===== src/hdl/iso2unix_pkg.sv =====
// Shared widths, the parsed-string record and the small constant tables.
// Used by every module of the date-time to Unix microseconds converter.
package iso2unix_pkg;

  localparam int IN_TDATA_W  = 8;
  localparam int OUT_TDATA_W = 88;
  localparam int YEAR_W      = 14;
  localparam int FIELD_W     = 7;
  localparam int FRAC_W      = 20;
  localparam int FCNT_W      = 3;
  localparam int TS_W        = 63;
  localparam int QUEUE_DEPTH = 2;

  typedef struct packed {
    logic               ok;
    logic [YEAR_W-1:0]  year;
    logic [FIELD_W-1:0] month;
    logic [FIELD_W-1:0] day;
    logic [FIELD_W-1:0] hour;
    logic [FIELD_W-1:0] minute;
    logic [FIELD_W-1:0] second;
    logic [FRAC_W-1:0]  frac;
    logic [FCNT_W-1:0]  fcnt;
    logic               zsign;
    logic [FIELD_W-1:0] zh;
    logic [FIELD_W-1:0] zm;
  } rec_t;

  // Day of the March-based year on which a month starts, by zero-based month.
  function automatic logic [8:0] month_start(input logic [3:0] r);
    logic [8:0] v;
    unique case (r)
      4'd0:    v = 9'd306;
      4'd1:    v = 9'd337;
      4'd2:    v = 9'd0;
      4'd3:    v = 9'd31;
      4'd4:    v = 9'd61;
      4'd5:    v = 9'd92;
      4'd6:    v = 9'd122;
      4'd7:    v = 9'd153;
      4'd8:    v = 9'd184;
      4'd9:    v = 9'd214;
      4'd10:   v = 9'd245;
      4'd11:   v = 9'd275;
      default: v = 9'd0;
    endcase
    return v;
  endfunction

  // Microseconds per unit of the last fraction digit taken.
  function automatic logic [FRAC_W-1:0] frac_scale(input logic [FCNT_W-1:0] n);
    logic [FRAC_W-1:0] v;
    unique case (n)
      3'd0:    v = 20'd1000000;
      3'd1:    v = 20'd100000;
      3'd2:    v = 20'd10000;
      3'd3:    v = 20'd1000;
      3'd4:    v = 20'd100;
      3'd5:    v = 20'd10;
      default: v = 20'd1;
    endcase
    return v;
  endfunction

endpackage


===== src/hdl/iso2unix_front.sv =====
// Character parser: accumulates the date, time, fraction and zone of one string.
// Pushes one parsed record per string into the queue; uses iso2unix_pkg.
module iso2unix_front (
  input  logic                                 clk,
  input  logic                                 rst_n,
  input  logic                                 in_tvalid,
  output logic                                 in_tready,
  input  logic [iso2unix_pkg::IN_TDATA_W-1:0]  in_tdata,
  input  logic                                 in_tlast,
  input  logic                                 q_full,
  output logic                                 push,
  output iso2unix_pkg::rec_t                   push_rec
);

  localparam logic [2:0] PH_FIXED = 3'd0;
  localparam logic [2:0] PH_AFTER = 3'd1;
  localparam logic [2:0] PH_FRAC  = 3'd2;
  localparam logic [2:0] PH_ZONE  = 3'd3;
  localparam logic [2:0] PH_DONE  = 3'd4;
  localparam logic [4:0] FIXED_LEN = 5'd19;
  localparam logic [7:0] CH_ZERO  = 8'h30;
  localparam logic [7:0] CH_NINE  = 8'h39;
  localparam logic [7:0] CH_DOT   = 8'h2e;
  localparam logic [7:0] CH_PLUS  = 8'h2b;
  localparam logic [7:0] CH_MINUS = 8'h2d;
  localparam logic [7:0] CH_COLON = 8'h3a;

  logic [4:0]  pos_r,    pos_nxt;
  logic [2:0]  phase_r,  phase_nxt;
  logic [13:0] year_r,   year_nxt;
  logic [6:0]  month_r,  month_nxt;
  logic [6:0]  day_r,    day_nxt;
  logic [6:0]  hour_r,   hour_nxt;
  logic [6:0]  minute_r, minute_nxt;
  logic [6:0]  second_r, second_nxt;
  logic [19:0] frac_r,   frac_nxt;
  logic [2:0]  fcnt_r,   fcnt_nxt;
  logic        zsign_r,  zsign_nxt;
  logic [7:0]  zone_r   [5];
  logic [7:0]  zone_nxt [5];
  logic [2:0]  zcnt_r,   zcnt_nxt;
  logic        err_r,    err_nxt;
  logic        ended_r,  ended_nxt;

  logic        accept;
  logic [7:0]  ch;
  logic [3:0]  dig;
  logic        is_dig;
  logic [4:0]  zdig;
  logic        hh_ok;
  logic [6:0]  hh;
  logic [6:0]  mm;

  assign in_tready = !q_full;
  assign accept    = in_tvalid && in_tready;
  assign ch        = in_tdata;
  assign dig       = ch[3:0];
  assign is_dig    = (ch >= CH_ZERO) && (ch <= CH_NINE);

  always_comb begin
    pos_nxt    = pos_r;
    phase_nxt  = phase_r;
    year_nxt   = year_r;
    month_nxt  = month_r;
    day_nxt    = day_r;
    hour_nxt   = hour_r;
    minute_nxt = minute_r;
    second_nxt = second_r;
    frac_nxt   = frac_r;
    fcnt_nxt   = fcnt_r;
    zsign_nxt  = zsign_r;
    zone_nxt   = zone_r;
    zcnt_nxt   = zcnt_r;
    err_nxt    = err_r;
    ended_nxt  = ended_r;
    if (!ended_r) begin
      if (ch == 8'd0) begin
        ended_nxt = 1'b1;
      end else begin
        unique case (phase_r)
          PH_FIXED: begin
            if (!(pos_r == 5'd4 || pos_r == 5'd7 || pos_r == 5'd10 ||
                  pos_r == 5'd13 || pos_r == 5'd16)) begin
              if (!is_dig) begin
                err_nxt = 1'b1;
              end else if (pos_r < 5'd4) begin
                year_nxt = 14'(year_r * 14'd10 + 14'(dig));
              end else if (pos_r < 5'd7) begin
                month_nxt = 7'(month_r * 7'd10 + 7'(dig));
              end else if (pos_r < 5'd10) begin
                day_nxt = 7'(day_r * 7'd10 + 7'(dig));
              end else if (pos_r < 5'd13) begin
                hour_nxt = 7'(hour_r * 7'd10 + 7'(dig));
              end else if (pos_r < 5'd16) begin
                minute_nxt = 7'(minute_r * 7'd10 + 7'(dig));
              end else begin
                second_nxt = 7'(second_r * 7'd10 + 7'(dig));
              end
            end
            pos_nxt = pos_r + 5'd1;
            if (pos_nxt >= FIXED_LEN) begin
              phase_nxt = PH_AFTER;
            end
          end
          PH_AFTER, PH_FRAC: begin
            if (phase_r == PH_AFTER && ch == CH_DOT) begin
              phase_nxt = PH_FRAC;
            end else if (phase_r == PH_FRAC && is_dig) begin
              if (fcnt_r < 3'd6) begin
                frac_nxt = 20'(frac_r * 20'd10 + 20'(dig));
                fcnt_nxt = fcnt_r + 3'd1;
              end
            end else if (ch == CH_PLUS || ch == CH_MINUS) begin
              zsign_nxt = (ch == CH_MINUS);
              phase_nxt = PH_ZONE;
            end else begin
              phase_nxt = PH_DONE;
            end
          end
          PH_ZONE: begin
            if (zcnt_r < 3'd5) begin
              zone_nxt[zcnt_r] = ch;
              zcnt_nxt = zcnt_r + 3'd1;
            end
          end
          default: begin
          end
        endcase
      end
    end
  end

  always_comb begin
    for (int i = 0; i < 5; i++) begin
      zdig[i] = (zone_nxt[i] >= CH_ZERO) && (zone_nxt[i] <= CH_NINE);
    end
    hh_ok = (zcnt_nxt >= 3'd2) && zdig[0] && zdig[1];
    hh    = 7'(zone_nxt[0][3:0] * 7'd10 + 7'(zone_nxt[1][3:0]));
    mm    = 7'd0;
    if (zcnt_nxt >= 3'd4) begin
      if (zone_nxt[2] == CH_COLON) begin
        if (zcnt_nxt >= 3'd5 && zdig[3] && zdig[4]) begin
          mm = 7'(zone_nxt[3][3:0] * 7'd10 + 7'(zone_nxt[4][3:0]));
        end
      end else if (zdig[2] && zdig[3]) begin
        mm = 7'(zone_nxt[2][3:0] * 7'd10 + 7'(zone_nxt[3][3:0]));
      end
    end
  end

  always_comb begin
    push_rec.ok     = !err_nxt && (phase_nxt != PH_FIXED) && (year_nxt >= 14'd1900) &&
                      (month_nxt >= 7'd1) && (day_nxt >= 7'd1) &&
                      ((phase_nxt != PH_ZONE) || hh_ok);
    push_rec.year   = year_nxt;
    push_rec.month  = month_nxt;
    push_rec.day    = day_nxt;
    push_rec.hour   = hour_nxt;
    push_rec.minute = minute_nxt;
    push_rec.second = second_nxt;
    push_rec.frac   = frac_nxt;
    push_rec.fcnt   = fcnt_nxt;
    push_rec.zsign  = zsign_nxt;
    push_rec.zh     = (phase_nxt == PH_ZONE) ? hh : 7'd0;
    push_rec.zm     = (phase_nxt == PH_ZONE) ? mm : 7'd0;
  end

  assign push = accept && in_tlast;

  always_ff @(posedge clk) begin
    if (!rst_n || push) begin
      pos_r    <= '0;
      phase_r  <= PH_FIXED;
      year_r   <= '0;
      month_r  <= '0;
      day_r    <= '0;
      hour_r   <= '0;
      minute_r <= '0;
      second_r <= '0;
      frac_r   <= '0;
      fcnt_r   <= '0;
      zsign_r  <= 1'b0;
      zone_r   <= '{default: '0};
      zcnt_r   <= '0;
      err_r    <= 1'b0;
      ended_r  <= 1'b0;
    end else if (accept) begin
      pos_r    <= pos_nxt;
      phase_r  <= phase_nxt;
      year_r   <= year_nxt;
      month_r  <= month_nxt;
      day_r    <= day_nxt;
      hour_r   <= hour_nxt;
      minute_r <= minute_nxt;
      second_r <= second_nxt;
      frac_r   <= frac_nxt;
      fcnt_r   <= fcnt_nxt;
      zsign_r  <= zsign_nxt;
      zone_r   <= zone_nxt;
      zcnt_r   <= zcnt_nxt;
      err_r    <= err_nxt;
      ended_r  <= ended_nxt;
    end
  end

endmodule


===== src/hdl/iso2unix_queue.sv =====
// Short first-in first-out queue of parsed records between parser and calculator.
// Depends on iso2unix_pkg for the record type.
module iso2unix_queue #(
  parameter int DEPTH = iso2unix_pkg::QUEUE_DEPTH
) (
  input  logic               clk,
  input  logic               rst_n,
  input  logic               push,
  input  iso2unix_pkg::rec_t push_rec,
  output logic               full,
  input  logic               pop,
  output logic               empty,
  output iso2unix_pkg::rec_t head
);

  localparam int PW = $clog2(DEPTH);
  localparam int CW = $clog2(DEPTH + 1);

  iso2unix_pkg::rec_t store_r [DEPTH];
  logic [PW-1:0] wr_ptr_r, wr_ptr_nxt;
  logic [PW-1:0] rd_ptr_r, rd_ptr_nxt;
  logic [CW-1:0] count_r,  count_nxt;

  assign full  = (count_r == CW'(DEPTH));
  assign empty = (count_r == '0);
  assign head  = store_r[rd_ptr_r];

  always_comb begin
    wr_ptr_nxt = wr_ptr_r;
    rd_ptr_nxt = rd_ptr_r;
    count_nxt  = count_r;
    if (push) begin
      wr_ptr_nxt = (wr_ptr_r == PW'(DEPTH - 1)) ? '0 : wr_ptr_r + PW'(1);
    end
    if (pop) begin
      rd_ptr_nxt = (rd_ptr_r == PW'(DEPTH - 1)) ? '0 : rd_ptr_r + PW'(1);
    end
    if (push && !pop) begin
      count_nxt = count_r + CW'(1);
    end else if (pop && !push) begin
      count_nxt = count_r - CW'(1);
    end
  end

  always_ff @(posedge clk) begin
    if (!rst_n) begin
      wr_ptr_r <= '0;
      rd_ptr_r <= '0;
      count_r  <= '0;
    end else begin
      wr_ptr_r <= wr_ptr_nxt;
      rd_ptr_r <= rd_ptr_nxt;
      count_r  <= count_nxt;
    end
  end

  always_ff @(posedge clk) begin
    if (push) begin
      store_r[wr_ptr_r] <= push_rec;
    end
  end

endmodule


===== src/hdl/iso2unix_back.sv =====
// Epoch calculator: turns one parsed record into Unix microseconds, one
// multiplication per step, and holds the result in the output register.
// Depends on iso2unix_pkg.
module iso2unix_back (
  input  logic                                 clk,
  input  logic                                 rst_n,
  input  logic                                 q_empty,
  input  iso2unix_pkg::rec_t                   q_head,
  output logic                                 q_pop,
  output logic                                 out_tvalid,
  input  logic                                 out_tready,
  output logic [iso2unix_pkg::OUT_TDATA_W-1:0] out_tdata,
  output logic                                 out_tuser
);

  localparam logic [3:0] BK_IDLE = 4'd0;
  localparam logic [3:0] BK_Q12  = 4'd1;
  localparam logic [3:0] BK_YY   = 4'd2;
  localparam logic [3:0] BK_ERA  = 4'd3;
  localparam logic [3:0] BK_YOE  = 4'd4;
  localparam logic [3:0] BK_C100 = 4'd5;
  localparam logic [3:0] BK_DOE  = 4'd6;
  localparam logic [3:0] BK_DAYS = 4'd7;
  localparam logic [3:0] BK_SECS = 4'd8;
  localparam logic [3:0] BK_HOUR = 4'd9;
  localparam logic [3:0] BK_MIN  = 4'd10;
  localparam logic [3:0] BK_ZH   = 4'd11;
  localparam logic [3:0] BK_ZM   = 4'd12;
  localparam logic [3:0] BK_US   = 4'd13;
  localparam logic [3:0] BK_FR   = 4'd14;
  localparam logic [3:0] BK_OUT  = 4'd15;

  localparam int TS_W = iso2unix_pkg::TS_W;
  localparam int YW   = iso2unix_pkg::YEAR_W;
  localparam int FW   = iso2unix_pkg::FIELD_W;
  localparam int PADW = iso2unix_pkg::OUT_TDATA_W - TS_W - YW - FW;

  logic [3:0]          st_r,    st_nxt;
  iso2unix_pkg::rec_t  rec_r,   rec_nxt;
  logic [3:0]          q12_r,   q12_nxt;
  logic [14:0]         yy_r,    yy_nxt;
  logic [8:0]          doy_r,   doy_nxt;
  logic [6:0]          era_r,   era_nxt;
  logic [8:0]          yoe_r,   yoe_nxt;
  logic [2:0]          c100_r,  c100_nxt;
  logic [17:0]         doe_r,   doe_nxt;
  logic signed [25:0]  days_r,  days_nxt;
  logic signed [43:0]  secs_r,  secs_nxt;
  logic signed [57:0]  us_r,    us_nxt;
  logic [39:0]         fr_r,    fr_nxt;
  logic                ov_r,    ov_nxt;
  logic [TS_W-1:0]     ts_r,    ts_nxt;
  logic [YW-1:0]       oyear_r, oyear_nxt;
  logic [FW-1:0]       omon_r,  omon_nxt;
  logic                ouser_r, ouser_nxt;

  logic [6:0]  mon0;
  logic [6:0]  rem12;
  logic [12:0] p12;
  logic [27:0] p400;
  logic [14:0] p100;
  logic [43:0] zoff;
  logic        out_free;

  assign mon0     = rec_r.month - 7'd1;
  assign p12      = 13'(mon0) * 13'd43;
  assign rem12    = 7'(mon0 - 7'(q12_r * 7'd12));
  assign p400     = 28'(yy_r) * 28'd5243;
  assign p100     = 15'(yoe_r) * 15'd41;
  assign out_free = !ov_r || out_tready;
  assign q_pop    = (st_r == BK_IDLE) && !q_empty;

  always_comb begin
    st_nxt    = st_r;
    rec_nxt   = rec_r;
    q12_nxt   = q12_r;
    yy_nxt    = yy_r;
    doy_nxt   = doy_r;
    era_nxt   = era_r;
    yoe_nxt   = yoe_r;
    c100_nxt  = c100_r;
    doe_nxt   = doe_r;
    days_nxt  = days_r;
    secs_nxt  = secs_r;
    us_nxt    = us_r;
    fr_nxt    = fr_r;
    ov_nxt    = ov_r && !out_tready;
    ts_nxt    = ts_r;
    oyear_nxt = oyear_r;
    omon_nxt  = omon_r;
    ouser_nxt = ouser_r;
    zoff      = '0;
    unique case (st_r)
      BK_IDLE: begin
        if (!q_empty) begin
          rec_nxt = q_head;
          st_nxt  = BK_Q12;
        end
      end
      BK_Q12: begin
        q12_nxt = p12[12:9];
        st_nxt  = BK_YY;
      end
      BK_YY: begin
        yy_nxt  = 15'(rec_r.year) + 15'(q12_r) - 15'(rem12 < 7'd2);
        doy_nxt = iso2unix_pkg::month_start(rem12[3:0]);
        st_nxt  = BK_ERA;
      end
      BK_ERA: begin
        era_nxt = p400[27:21];
        st_nxt  = BK_YOE;
      end
      BK_YOE: begin
        yoe_nxt = 9'(yy_r - 15'(era_r) * 15'd400);
        st_nxt  = BK_C100;
      end
      BK_C100: begin
        c100_nxt = p100[14:12];
        st_nxt   = BK_DOE;
      end
      BK_DOE: begin
        doe_nxt = 18'(yoe_r) * 18'd365 + 18'(yoe_r[8:2]) - 18'(c100_r) + 18'(doy_r);
        st_nxt  = BK_DAYS;
      end
      BK_DAYS: begin
        days_nxt = 26'(era_r) * 26'd146097 + 26'(doe_r) + 26'(rec_r.day) - 26'd719469;
        st_nxt   = BK_SECS;
      end
      BK_SECS: begin
        secs_nxt = {{18{days_r[25]}}, days_r} * 44'd86400;
        st_nxt   = BK_HOUR;
      end
      BK_HOUR: begin
        secs_nxt = secs_r + 44'(rec_r.hour) * 44'd3600;
        st_nxt   = BK_MIN;
      end
      BK_MIN: begin
        secs_nxt = secs_r + 44'(rec_r.minute) * 44'd60 + 44'(rec_r.second);
        st_nxt   = BK_ZH;
      end
      BK_ZH: begin
        zoff     = 44'(rec_r.zh) * 44'd3600;
        secs_nxt = rec_r.zsign ? secs_r + zoff : secs_r - zoff;
        st_nxt   = BK_ZM;
      end
      BK_ZM: begin
        zoff     = 44'(rec_r.zm) * 44'd60;
        secs_nxt = rec_r.zsign ? secs_r + zoff : secs_r - zoff;
        st_nxt   = BK_US;
      end
      BK_US: begin
        us_nxt = {{14{secs_r[43]}}, secs_r} * 58'd15625;
        st_nxt = BK_FR;
      end
      BK_FR: begin
        fr_nxt = 40'(rec_r.frac) * 40'(iso2unix_pkg::frac_scale(rec_r.fcnt));
        st_nxt = BK_OUT;
      end
      BK_OUT: begin
        if (out_free) begin
          ov_nxt    = 1'b1;
          ouser_nxt = rec_r.ok;
          ts_nxt    = rec_r.ok ? TS_W'({us_r, 6'b0}) + TS_W'(fr_r) : '0;
          oyear_nxt = rec_r.ok ? rec_r.year : '0;
          omon_nxt  = rec_r.ok ? rec_r.month : '0;
          st_nxt    = BK_IDLE;
        end
      end
      default: begin
        st_nxt = BK_IDLE;
      end
    endcase
  end

  always_ff @(posedge clk) begin
    if (!rst_n) begin
      st_r <= BK_IDLE;
      ov_r <= 1'b0;
    end else begin
      st_r <= st_nxt;
      ov_r <= ov_nxt;
    end
  end

  always_ff @(posedge clk) begin
    rec_r   <= rec_nxt;
    q12_r   <= q12_nxt;
    yy_r    <= yy_nxt;
    doy_r   <= doy_nxt;
    era_r   <= era_nxt;
    yoe_r   <= yoe_nxt;
    c100_r  <= c100_nxt;
    doe_r   <= doe_nxt;
    days_r  <= days_nxt;
    secs_r  <= secs_nxt;
    us_r    <= us_nxt;
    fr_r    <= fr_nxt;
    ts_r    <= ts_nxt;
    oyear_r <= oyear_nxt;
    omon_r  <= omon_nxt;
    ouser_r <= ouser_nxt;
  end

  assign out_tvalid = ov_r;
  assign out_tuser  = ouser_r;
  assign out_tdata  = {PADW'(0), omon_r, oyear_r, ts_r};

endmodule


===== src/hdl/iso8601_to_unix_microseconds.sv =====
// Top level of the ISO 8601 date-time to Unix microseconds converter.
// Instantiates iso2unix_front, iso2unix_queue and iso2unix_back; uses iso2unix_pkg.
//
// The input stream carries one text byte per transaction in in_tdata, with
// in_tlast on the final byte of each string. A zero byte ends the text early;
// bytes after it are still consumed up to in_tlast. Each string gives exactly
// one result transaction: out_tuser is the valid flag, out_tdata holds the
// timestamp, year and month, all zero when the parse fails.
// The parser takes one byte per cycle while in_tready is high. After the
// final byte, the calculator works through its states, one multiplication
// per step, and registers the result when the output is free; it takes the
// next string only when done with the last. A queue of QUEUE_DEPTH parsed
// strings sits between parser and calculator; in_tready falls only while
// that queue is full. A stalled result waits in the output register and
// holds the calculator, which then stops taking strings from the queue.
// Reset is synchronous: it empties the queue, drops out_tvalid and clears
// the parser, so the next byte is taken as the first of a string.
module iso8601_to_unix_microseconds #(
  parameter int QUEUE_DEPTH = iso2unix_pkg::QUEUE_DEPTH
) (
  input  logic                                 clk,
  input  logic                                 rst_n,
  input  logic                                 in_tvalid,
  output logic                                 in_tready,
  input  logic [iso2unix_pkg::IN_TDATA_W-1:0]  in_tdata,  // [7:0] character
  input  logic                                 in_tlast,  // end_of_string
  output logic                                 out_tvalid,
  input  logic                                 out_tready,
  // [62:0] timestamp_us, [76:63] year, [83:77] month, [87:84] zero
  output logic [iso2unix_pkg::OUT_TDATA_W-1:0] out_tdata,
  output logic                                 out_tuser  // valid_res
);

  logic               push;
  iso2unix_pkg::rec_t push_rec;
  logic               q_full;
  logic               q_empty;
  logic               q_pop;
  iso2unix_pkg::rec_t q_head;

  iso2unix_front u_front (
    .clk       (clk),
    .rst_n     (rst_n),
    .in_tvalid (in_tvalid),
    .in_tready (in_tready),
    .in_tdata  (in_tdata),
    .in_tlast  (in_tlast),
    .q_full    (q_full),
    .push      (push),
    .push_rec  (push_rec)
  );

  iso2unix_queue #(
    .DEPTH (QUEUE_DEPTH)
  ) u_queue (
    .clk      (clk),
    .rst_n    (rst_n),
    .push     (push),
    .push_rec (push_rec),
    .full     (q_full),
    .pop      (q_pop),
    .empty    (q_empty),
    .head     (q_head)
  );

  iso2unix_back u_back (
    .clk        (clk),
    .rst_n      (rst_n),
    .q_empty    (q_empty),
    .q_head     (q_head),
    .q_pop      (q_pop),
    .out_tvalid (out_tvalid),
    .out_tready (out_tready),
    .out_tdata  (out_tdata),
    .out_tuser  (out_tuser)
  );

endmodule


===== config.mk =====
export PLATFORM = sky130hd
export DESIGN_NAME = iso8601_to_unix_microseconds
export DESIGN_NICKNAME = d
export VERILOG_FILES = /design/src/hdl/iso2unix_pkg.sv /design/src/hdl/iso2unix_front.sv /design/src/hdl/iso2unix_queue.sv /design/src/hdl/iso2unix_back.sv /design/src/hdl/iso8601_to_unix_microseconds.sv
export SDC_FILE = /design/constraint.sdc
export NUM_CORES = 2
export LEC_CHECK = 0
export BUFFER_PORTS_ARGS = -buffer_cell sky130_fd_sc_hd__buf_4
export CAP_MARGIN = 20
export CELL_PAD_IN_SITES_DETAIL_PLACEMENT = 2
export CELL_PAD_IN_SITES_GLOBAL_PLACEMENT = 2
export CORE_ASPECT_RATIO = 1.5
export CORE_MARGIN = 1.5
export CORE_UTILIZATION = 30
export DETAILED_ROUTE_END_ITERATION = 10
export GPL_TIMING_DRIVEN = 0
export PLACE_DENSITY = 0.58
export SYNTH_ARGS = -nofsm -noshare
export SYNTH_HDL_FRONTEND = slang
export SYNTH_HIERARCHICAL = 1
export SYNTH_SLANG_ARGS = --single-unit
export TNS_END_PERCENT = 10

===== constraint.sdc =====
create_clock -name clk -period 22.9 [get_ports clk]
set_input_delay 4.58 -clock clk [delete_from_list [all_inputs] [get_ports clk]]
set_output_delay 4.58 -clock clk [all_outputs]
set_load 0.05 [all_outputs]

* Yosys cells after proc, flatten, opt, wreduce, memory -nomap -nowiden
Memories as Yosys holds them, arrays and structs flattened. A register that Yosys moved wholly into a read port is not among the register bits.
Index checks and enable logic that the tools add are counted.
** Operators by class
- Add/sub/neg operators :: 36
- $mul :: 24
- Magnitude comparators :: 29
- Eq/ne operators :: 37
- Muxes and demuxes :: 115
- Bitwise gates (word level) :: 4
- Reductions and logical operators :: 54
** Operators by type and width (count)
- 7-bit two-way mux :: 50
- 44-bit case mux with 5 select lines :: 1
- 40-bit two-way mux :: 4
- 20-bit two-way mux :: 7
- 20-bit case mux with 6 select lines :: 1
- 44-bit by 13-bit adder with 44-bit output :: 2
- 44-bit by 19-bit adder with 44-bit output :: 2
- 44-bit two-way mux :: 2
- 14-bit two-way mux :: 6
- 4-bit case mux with 16 select lines :: 1
- 63-bit by 40-bit adder with 63-bit output :: 1
- 44-bit by 15-bit multiplier with 57-bit output (second input constant) :: 1
- 7-bit by 4-bit adder with 7-bit output :: 8
- 8-bit by 6-bit greater-or-equal comparator with 1-bit output (second input constant) :: 6
- 8-bit by 6-bit less-or-equal comparator with 1-bit output (second input constant) :: 6
- 3-bit two-way mux :: 16
- 44-bit by 7-bit adder with 44-bit output :: 1
- 44-bit by 10-bit multiplier with 37-bit output (second input constant) :: 1
- 44-bit by 13-bit subtractor with 44-bit output :: 1
- 44-bit by 19-bit subtractor with 44-bit output :: 1
- 40-bit bitwise mux :: 1
- 20-bit by 20-bit multiplier with 40-bit output :: 1
- 7-bit by 3-bit multiplier with 6-bit output (second input constant) :: 5
- 4-bit equality test (second input constant) :: 8
- other kinds (77) :: 166
** Word-level totals
- Flip-flop bits (word level) :: 443
- Bits in writable memories :: 176
- Bits in read-only memories :: 144
- Input bits :: 13
- Output and inout port bits :: 91
- Logic and storage cells :: 339
- Memories :: 2
** Memory list
- u_queue.store_r :: words 2, bits a word 88, rd ports 1, clocked after memory_dff 1, write ports 1, line iso2unix_queue.sv:19 : iso2unix_pkg::rec_t store_r [DEPTH];
- (name not given) :: words 16, bits a word 9, rd ports 1, clocked after memory_dff 1, write ports 0, line iso2unix_pkg.sv:32 : unique case (r)

* Logic depth before layout (Yosys ltp)
- Word-level depth :: 18
- Depth in mapped cells :: 33
- Depth with buffers taken out :: 30

* Modules after synthesis
The synthesis kept the hierarchy.
** By module, submodules not included
- iso2unix_back :: instances 1, cells each 6418, area each 63832.5 um^2, seq. area each 12261.8 um^2
- iso2unix_front :: instances 1, cells each 1346, area each 10747.8 um^2, seq. area each 2522.4 um^2
- iso2unix_queue :: instances 1, cells each 296, area each 6642.6 um^2, seq. area each 5385.2 um^2

* Worst setup path before layout
No wires, ideal clock.
- Path kind :: input port to flip-flop
- From :: input port out_tready
- To :: register u_back.omon_r[0] (enable)
- Library setup time :: 0.635 ns
- Data arrival time :: 10.458 ns
- Required time :: 22.265 ns
- Setup slack :: 11.807 ns
- Stages on the path :: 2
- Buffers on the path :: 0
- Path through :: nor2b_1 > nor3_1
** Between the ends
- Longest elaborated chain between the ends :: 2
** Ends and longest elaborated chain
- start, declared :: line iso8601_to_unix_microseconds.sv:28 : input logic out_tready,
- 1-bit logical OR :: line iso2unix_back.sv:70 : assign out_free = !ov_r || out_tready;
- 2-bit AND reduction (no source line)
- end signal, assigned :: line iso2unix_back.sv:200 : omon_r <= omon_nxt;
- end, declared :: line iso2unix_back.sv:54 : logic [FW-1:0] omon_r, omon_nxt;
Every way passes these cells.
A chain may end at the register's enable or synchronous reset.

* Worst setup path after layout
- From :: register u_back/rec_r[16] (netlist bit)
- To :: register u_back.fr_r[39], data pin
** Between the ends
- Longest elaborated chain between the ends :: 4
- Elaborated cells between the ends (all ways) :: 9
- Those cells by class :: mul (1); eq/ne (5); mux (2); reduce/logical (1)
** Ends and longest elaborated chain
- start, declared :: line iso2unix_back.sv:39 : iso2unix_pkg::rec_t rec_r, rec_nxt;
- start signal, assigned :: line iso2unix_back.sv:186 : rec_r <= rec_nxt;
- 3-bit equality test (tied with other cells) :: line iso2unix_pkg.sv:53 : unique case (n)
- 20-bit case mux with 6 select lines * :: line iso2unix_pkg.sv:53
- 20-bit two-way mux * :: line iso2unix_back.sv:93 : unique case (st_r)
- 20-bit by 20-bit multiplier with 40-bit output * :: line iso2unix_back.sv:156 : fr_nxt = 40'(rec_r.frac) * 40'(iso2unix_pkg::frac_scale(rec_r.fcnt));
- end signal, assigned :: line iso2unix_back.sv:197 : fr_r <= fr_nxt;
- end, declared :: line iso2unix_back.sv:50 : logic [39:0] fr_r, fr_nxt;
Every way passes the cells marked *; elsewhere a longest branch is shown, timed or not. The select of a mux whose other input is x is not followed.

==> results.md <==
- RSZ-0062 raised after global routing: no
- Status: finished clean
- Mapped Area: 81200 um^2
- Die Wd: 428 um
- Max-cap violations: 0
- Final setup violation count: 0
- Largest net degree at the start of global routing: 57
- Post-synth top area cell: edfxtp_1
- Worst Setup SP: u_back/rec_r[16]
- Final nets: 10.4k
- I/O Pins: 104
- Layout cell share with drive strength beyond 1: 6.54%
- Worst reg-to-reg path cell count: 30
- CTS root buf: clkbuf_16
- Setup bufs post-CTS: 0
- DIE HEIGHT: 640 um
- 1st-iter DRT viols: 1946
- Seq cells post-synth: 717
- Post-synth top area share: 21.5%
- DRC: 0
- Num CTS Buffers: 86
- Post-CTS Hold Buffers: 0
- CTS clk-pin slew, worst paths: 0.06 ns
- Sequential share of the synthesized area: 24.8%
- FP Rows: 233
- Worst setup path end: u_back/fr_r[39]
- Slew HR: 19.1%
- WL/cell: 22.9 um
- Core area: 269000 um^2
- CTS Sinks: 717
- H-tree Lvls: 3
- Slowest Stage Delay on Critical Path: 0.64 ns
- Critical Path Source Type: register
- Synth warn: 6
- Final setup TNS: 0 ns
- Final WL: 273000 um
- Crit Reg-Reg Endpoint: u_back/fr_r[39]
- Hold depth: 2
- Worst-path maximum fanout: 10
- CTS Buffer Depth: 3
- Die ar.: 274000 um^2
- WP data arrival: 10.30 ns
- Final hold slack: 0.462 ns
- Slowest CP cell: clkbuf_1
- Cell variety after synth: 113
- Clk_lat worst skew: 0.74 ns
- Hold WC Path Type: reg -> reg
- Cells after Synth: 8060
- Vias per cell: 4.97
- Worst Clk Skew: 0.0383 ns
- DR vias: 59.1k
- Post-synth EDFFs: 581
- DRT Pass-1 Iters: 7
- Resize count post-CTS: 0
- Setup crit end kind: register
- Vias in the first global route: 68.9k
- Routed Antenna Nets: 0
- Top cells by area, synth: edfxtp_1, fa_1, ha_1
- Crit share post-route: 43.0%
- FILL cells: 29.4k
- Synthesis-to-finish area growth: 11.0%
- Hold Vio Cnt, Final: 0
- Initial Util: 30.2%
- Minimum clock period: 9.85 ns
- Share of flip-flops with an asynchronous set or reset: 0%
- I/O Buffers: 98
- Predominant post-synthesis flop cell: edfxtp_1
- Final HPWL DP: 232000 um
- Avg Cell Area, Syn: 10.1 um^2
- Worst slew pin tran: 1.20 ns
- WS Path Type: reg -> reg
- Hold Crit Start: u_front/zone_r[36]
- CTS tree: done
- Worst Path Required: 23.35 ns
- FF-to-FF Start: u_back/rec_r[16]
- Pins Over Slew Limit: 0
- GRT Total Usage: 20.1%
- FMAX: 102 MHz
- Initial antenna violation count: 12
- Reg2Reg Setup Slack: 13.05 ns
- First-pass GRT wire length: 422000 um
- Routability cong.: 0.844
- Grt total ovfl: 0
## cell type report
cell class              instances  area (um^2)  share of cell area (%)
diodes                          6         15.0                  0.0167
plain buffers                 187          791                   0.877
clock buffers                 105         2270                    2.52
clock inverters                55          782                   0.868
inverters                    1393         5230                    5.80
multi-input cells            5766        55100                    61.1
flip-flops and latches        717        20200                    22.4
well taps                    3525         4410                    4.89
repair buffers                146         1350                    1.49
## synth_stat cells (107+ instances only)
library cell  instances
mux2_2              111
dfxtp_1             136
xnor2_1             330
nor2_1              462
o21ai_0             257
xor2_1              166
inv_1              1392
nand3_1             107
fa_1                803
and2_1              122
ha_1               1239
a21oi_1             400
a21o_1              153
edfxtp_1            581
clkbuf_1            147
nor3_1              122
nand2_1             457
## per-layer routing
| metal | track usage (%) | share of wire, % |
|---|---|---|
| met1 | 23.2 | 41 |
| met3 | 1.45 | 1.7 |
| met5 | 0 | 0 |
| met2 | 39.2 | 55 |
| met4 | 5.34 | 2.7 |
## worst max-delay path, delay by kind of cell, from the launching register on
family                     cells  cell delay [ns]
AOI/OAI and AO/OA              8             1.99
xor gates and xnor gates       1             0.14
adders and majority gates      8             3.69
buffers and inverters          8             2.00
DFF                            1             0.32
and+or+nand+nor                5             1.40
## metrics by stage
| stage | utilization [%] | area (um^2) | setup slack, ns | cells |
|---|---|---|---|---|
| global placement | 32.1 | 86400 | 4.49 | 11686 |
| CTS | 33.5 | 90100 | 13.00 | 11891 |
| detailed placement | 32.4 | 87000 | 13.02 | 11731 |
| global route | 33.5 | 90100 | 12.50 | 11895 |
| finish | 33.5 | 90100 | 13.05 | 11900 |
| floorplan | - | 81200 | 11.81 | 8063 |
## cells by family (layout without fill, tap and decap cells)
family	Yosys count	in the layout	synth area share [%]
XOR/XNOR	496	496	5.35
adder cells (fa/ha/maj)	2042	2042	38.9
multiplexers	181	181	2.53
flip-flops	717	717	24.8
AND/OR/NAND/NOR	1716	1716	10.3
buffers and inverters	1580	1886	7.41
AO/OA/AOI/OAI	1327	1327	10.7
other	1	10	0.00462
## state kept, by name (all words and copies together), names as in the netlist, 26 cells and up, named ones only
signal,cells
u_back/secs_r,44
u_back/ts_r,63
u_queue/store_r,176
u_back/us_r,57
u_back/fr_r,40
u_back/days_r,26
u_back/rec_r,88
u_front/zone_r,40
## how the worst min path moves through the flow
stage,end
global route,u_front/minute_r[6]
CTS,u_front/zone_r[39]
floorplan,u_front/err_r
global placement,u_front/hour_r[6]
detailed placement,u_front/zone_r[39]
finish,u_front/zone_r[36]
## cells in the final DEF (no fill, tap or decap), types with 28 or more instances in the layout
master,n
inv_1,1392
ha_1,1239
fa_1,803
edfxtp_1,581
nor2_1,458
nand2_1,457
a21oi_1,400
xnor2_1,330
o21ai_0,257
xor2_1,166
clkbuf_1,160
a21o_1,153
dfxtp_1,136
buf_4,121
and2_1,121
nor3_1,120
mux2_2,111
nand3_1,107
clkbuf_16,87
nand2b_1,84
nor2b_1,83
a211oi_1,76
and3_1,60
o21a_1,54
o21bai_1,52
mux2i_1,49
nand4_1,43
a31oi_1,37
o211ai_1,34
or3_1,30
nor3b_1,28
Power is left out: the tool's default activity adds up to more than one toggle a clock period on the data nets, which glitch-free logic cannot reach.
